$ cat config.mk
export PLATFORM = sky130hd
export DESIGN_NAME = boxtrk_mul
export DESIGN_NICKNAME = d
export VERILOG_FILES = /design/src/rtl/boxtrk_pkg.sv /design/src/rtl/boxtrk_mul.sv
export SDC_FILE = /design/constraint.sdc
export NUM_CORES = 2
export LEC_CHECK = 0
export ABC_AREA = 0
export ABC_CLOCK_PERIOD_IN_PS = 21800
export BUFFER_PORTS_ARGS = -buffer_cell sky130_fd_sc_hd__buf_4
export CAP_MARGIN = 20
export CORE_MARGIN = 4
export CORE_UTILIZATION = 42
export DETAILED_ROUTE_END_ITERATION = 16
export PLACE_DENSITY = 0.56
export SETUP_SLACK_MARGIN = 0.15
export SLEW_MARGIN = 15
export SYNTH_ARGS = -nofsm -noshare
export SYNTH_HDL_FRONTEND = slang
export SYNTH_SLANG_ARGS = --single-unit
$ cat constraint.sdc
create_clock -name clk -period 21.8 [get_ports clk]
set_input_delay 4.36 -clock clk [delete_from_list [all_inputs] [get_ports clk]]
set_output_delay 4.36 -clock clk [all_outputs]
set_load 0.005 [all_outputs]
$ cat src/rtl/boxtrk_pkg.sv
`timescale 1ns / 1ps
package boxtrk_pkg;
	localparam int TIME_BITS = 32;
	localparam int ID_BITS = 32;
	localparam int RATIO_BITS = 7;
	localparam int HOLD_BITS = 16;
	localparam int CFG_DATA_BITS = 16;
	localparam int CFG_IDX_BITS = 1;
	localparam logic [CFG_IDX_BITS-1:0] REG_MIN_RATIO = 1'd0;
	localparam logic [CFG_IDX_BITS-1:0] REG_HOLD = 1'd1;
	localparam logic [RATIO_BITS-1:0] RATIO_RESET = 7'd50;
	localparam logic [HOLD_BITS-1:0] HOLD_RESET = 16'd5;
	localparam logic [6:0] PERCENT_SCALE = 7'd100;
endpackage

$ cat src/rtl/boxtrk_mul.sv
`timescale 1ns / 1ps
// shared multiplier with registered product
module boxtrk_mul
	import boxtrk_pkg::*;
#(
	parameter int W = 32
) (
	input logic clk,
	input logic [W-1:0] a,
	input logic [W-1:0] b,
	output logic [2*W-1:0] p
);
	// one product a cycle
	always_ff @(posedge clk) begin
		p <= a * b;
	end
endmodule

==> results by group <==
Final layout
  – Footprint of the multi-input gates: 29,300 um2
  – Final std cells w/o fill: 4,743
  – Max FFs per register: 64
  – Reg area: 1280 um2
  – Fill count: 8,233
  – Largest registers: p x64
  – Nets: 4,891
  – Most flops, register: p
  – Layout cell share with drive strength beyond 1: 4.38%
  – Layout area overhead: 5.02%
  – Fin area: 36,400 um2

Timing
  – Max-slew violations: 0
  – RSZ-0062 raised after global routing: no
  – Final min period: 11,810 ps
  – Final setup violation count: 0
  – Fmax achieved: 84.7 MHz
  – Worst Tran Pin Value: 695 ps
  – Final hold vios: 0
  – Slew Limit Headroom: 53.4%
  – TNS Setup: 0 ps
  – Fin crit share: 54.2%

Drt
  – WL/cell: 20.4 um
  – ANT nets after route: 0
  – DRC: 0
  – DRT Wirelength: 96.6 mm
  – Vias: 24,300
  – Initial drt markers: 1,207
  – First drt pass iteration count: 6
  – Vias per std cell: 5.13

Setup path
  – Maximum fanout along the worst path: 32
  – CP Data Required Time: 22,070 ps
  – Type of origin of the critical path: input pin
  – WS Path Type: input pin to register
  – Critical path endpoint category: register
  – Worst Path Arrival: 12,080 ps

Clocking
  – CTS tree: built
  – Longest Clk Path Bufs: 2
  – Setup bufs post-CTS: 0
  – TritonCTS Buffers: 9
  – Htree depth: 3
  – Hold-fix buffers, CTS: 0
  – Post-CTS Resized: 0
  – CTS root buf: clkbuf_16
  – TritonCTS Sinks: 64
  – Clock-pin slew on the worst setup and hold paths: 60 ps

Floorplanning
  – Die area: 87,200 um2
  – Initial core utilization: 42.3%
  – Chip Height: 295 um
  – Row count: 105
  – Die X: 295 um
  – Core box area: 82,000 um2
  – I/O pins: 129

GRT
  – Most crowded layer after global routing: met2
  – Initial antenna violation count: 2
  – Largest net degree at the start of global routing: 33
  – Remaining global-route overflow: 0
  – Vias in the first global route: 27,200
  – Grt met2 use: 42.4%
  – GRT Overall Usage: 23.2%
  – Met3 Usage GRT: 2.61%
  – GRT met1 Usage: 28.4%
  – First-pass GRT wire length: 155 mm

Job
  – Max-Cap Viols: 0

Synth
  – Sequential area share after synthesis: 3.69%
  – Area leader, netlist: fa_1
  – Yosys cell types: 57
  – Post-Syn Area per Cell: 9.25 um2
  – Asr flop ratio synth: 0%
  – Cell Area, Synth: 34,700 um2
  – Area contributors post-synth: fa_1 (52%), and2_1 (11%), ha_1 (9.5%), inv_1 (9.4%), nand2_1 (5.2%)
  – Number of synthesized flops with an enable pin: 0
  – Syn Inst Count: 3,748
  – Mapped Nets: 4,972
  – Synth top area share: 51.7%
  – Synth warn: 0
  – Main synth FF type: dfxtp_1
  – Yosys reg bits: 64

Hold path
  – Hold path startpoint: b[0]
  – Hold Path Stages: 2
  – Worst hold path endpoint: p[0]
  – Hold Path Class: input pin to register

Placed design
  – Gpl congestion: 0.879
  – Port Buffers: 128
  – Detail Placement HPWL: 76.7 mm
  – DP Area: 36,100 um2
  – Dpl cells: 4,726

Run status
  – Run status: finished clean
-- worst max-delay path by stage --
stage	start	endpoint	slack, ps	cells after the start
2_1_floorplan	a[25]	p[62]	10690	25
3_3_place_gp	b[8]	p[62]	9820	24
3_5_place_dp	a[26]	p[62]	9750	25
4_1_cts	a[26]	p[62]	10100	25
5_1_grt	a[26]	p[62]	9680	25
6_report	a[26]	p[62]	9990	23
-- placed cells by master (no fill, tap or decap), types with 3 or more instances in the layout --
cell type / n
nor2_1: 20
and3_1: 14
or4_1: 3
ha_1: 263
o31ai_4: 3
and2_1: 602
and4_1: 3
nand3_1: 10
a221oi_4: 3
nor3_1: 7
o21ai_1: 5
dfxtp_1: 64
o21ai_0: 21
nand2_1: 480
a21oi_2: 3
clkinv_2: 3
inv_1: 865
xor2_1: 25
a21boi_1: 3
o21a_1: 9
a221o_1: 4
nand4_1: 23
a21o_1: 40
o221ai_1: 3
or3_1: 3
a31oi_1: 12
or2_2: 3
xnor2_1: 35
fa_1: 896
a21oi_1: 63
buf_4: 128
a211oi_1: 3
clkbuf_16: 9
o21bai_1: 10
-- per-stage QoR --
step / setup slack (ps) / util [%] / hold WS (ps)
after CTS: 10100 / 44.4 / 4510
after floorplan: 10690 / - / 4490
after global placement: 9820 / 44.1 / 4740
after global routing: 9680 / 44.4 / 4520
final: 9990 / 44.4 / 4530
after detailed placement: 9750 / 44.1 / 4740
-- cells in the mapped netlist (4+ instances only) --
cell and number:
fa_1 896, inv_1 865, and2_1 602, nand2_1 480, ha_1 263, clkbuf_1 213, dfxtp_1 64, a21oi_1 63
a21o_1 40, xnor2_1 35, xor2_1 25, nand4_1 23, o21ai_0 21, nor2_1 20, and3_1 14, a31oi_1 12
nand3_1 10, o21bai_1 10, o21a_1 9, nor3_1 7, buf_2 6, o21ai_1 5, a221o_1 4
-- cell type report --
class | instances | area share [%]
Clock buffer | 9 | 0.618
Antenna cell | 1 | 0.00687
Sequential cell | 64 | 3.52
Timing Repair Buffer | 128 | 2.64
Tap cell | 1070 | 3.68
Multi-Input combinational cell | 2599 | 80.5
Clock inverter | 7 | 0.131
Inverter | 865 | 8.92
-- worst max-delay path: stages --
cell,delay (ps)
buf_4,380
and2_1,230
fa_1,430
fa_1,550
inv_1,60
fa_1,530
inv_1,50
fa_1,490
inv_1,50
fa_1,570
fa_1,460
fa_1,500
fa_1,500
inv_1,40
ha_1,440
nand4_1,230
or4_1,460
or3_1,370
a31oi_1,600
a31o_2,310
a211oi_1,110
o21ai_1,170
xor2_1,150
-- per-layer routing --
| metal | up-vias | part of all wire [%] | routed length, um |
|---|---|---|---|
| met5 | - | 0.012 | 12 |
| met4 | 2 | 4.4 | 4300 |
| met3 | 178 | 4.3 | 4160 |
| met2 | 676 | 53 | 51000 |
| met1 | 12800 | 38 | 37100 |
| li1 | 10700 | - | - |
-- cells by family (layout without fill, tap and decap cells) --
group | Yosys count | after routing | synth area share [%]
flip-flops | 64 | 64 | 3.69
AND/OR/NAND/NOR | 1177 | 1177 | 17.6
other | 0 | 1 | 0
AO/OA/AOI/OAI | 202 | 202 | 4.15
adder cells (fa/ha/maj) | 1159 | 1159 | 61.2
multiplexers | 1 | 1 | 0.0289
buffers and inverters | 1085 | 1009 | 11.8
XOR/XNOR | 60 | 60 | 1.52
Power is not shown: default switching activity piles up to over one toggle a cycle in this logic, so the estimate is an artifact.
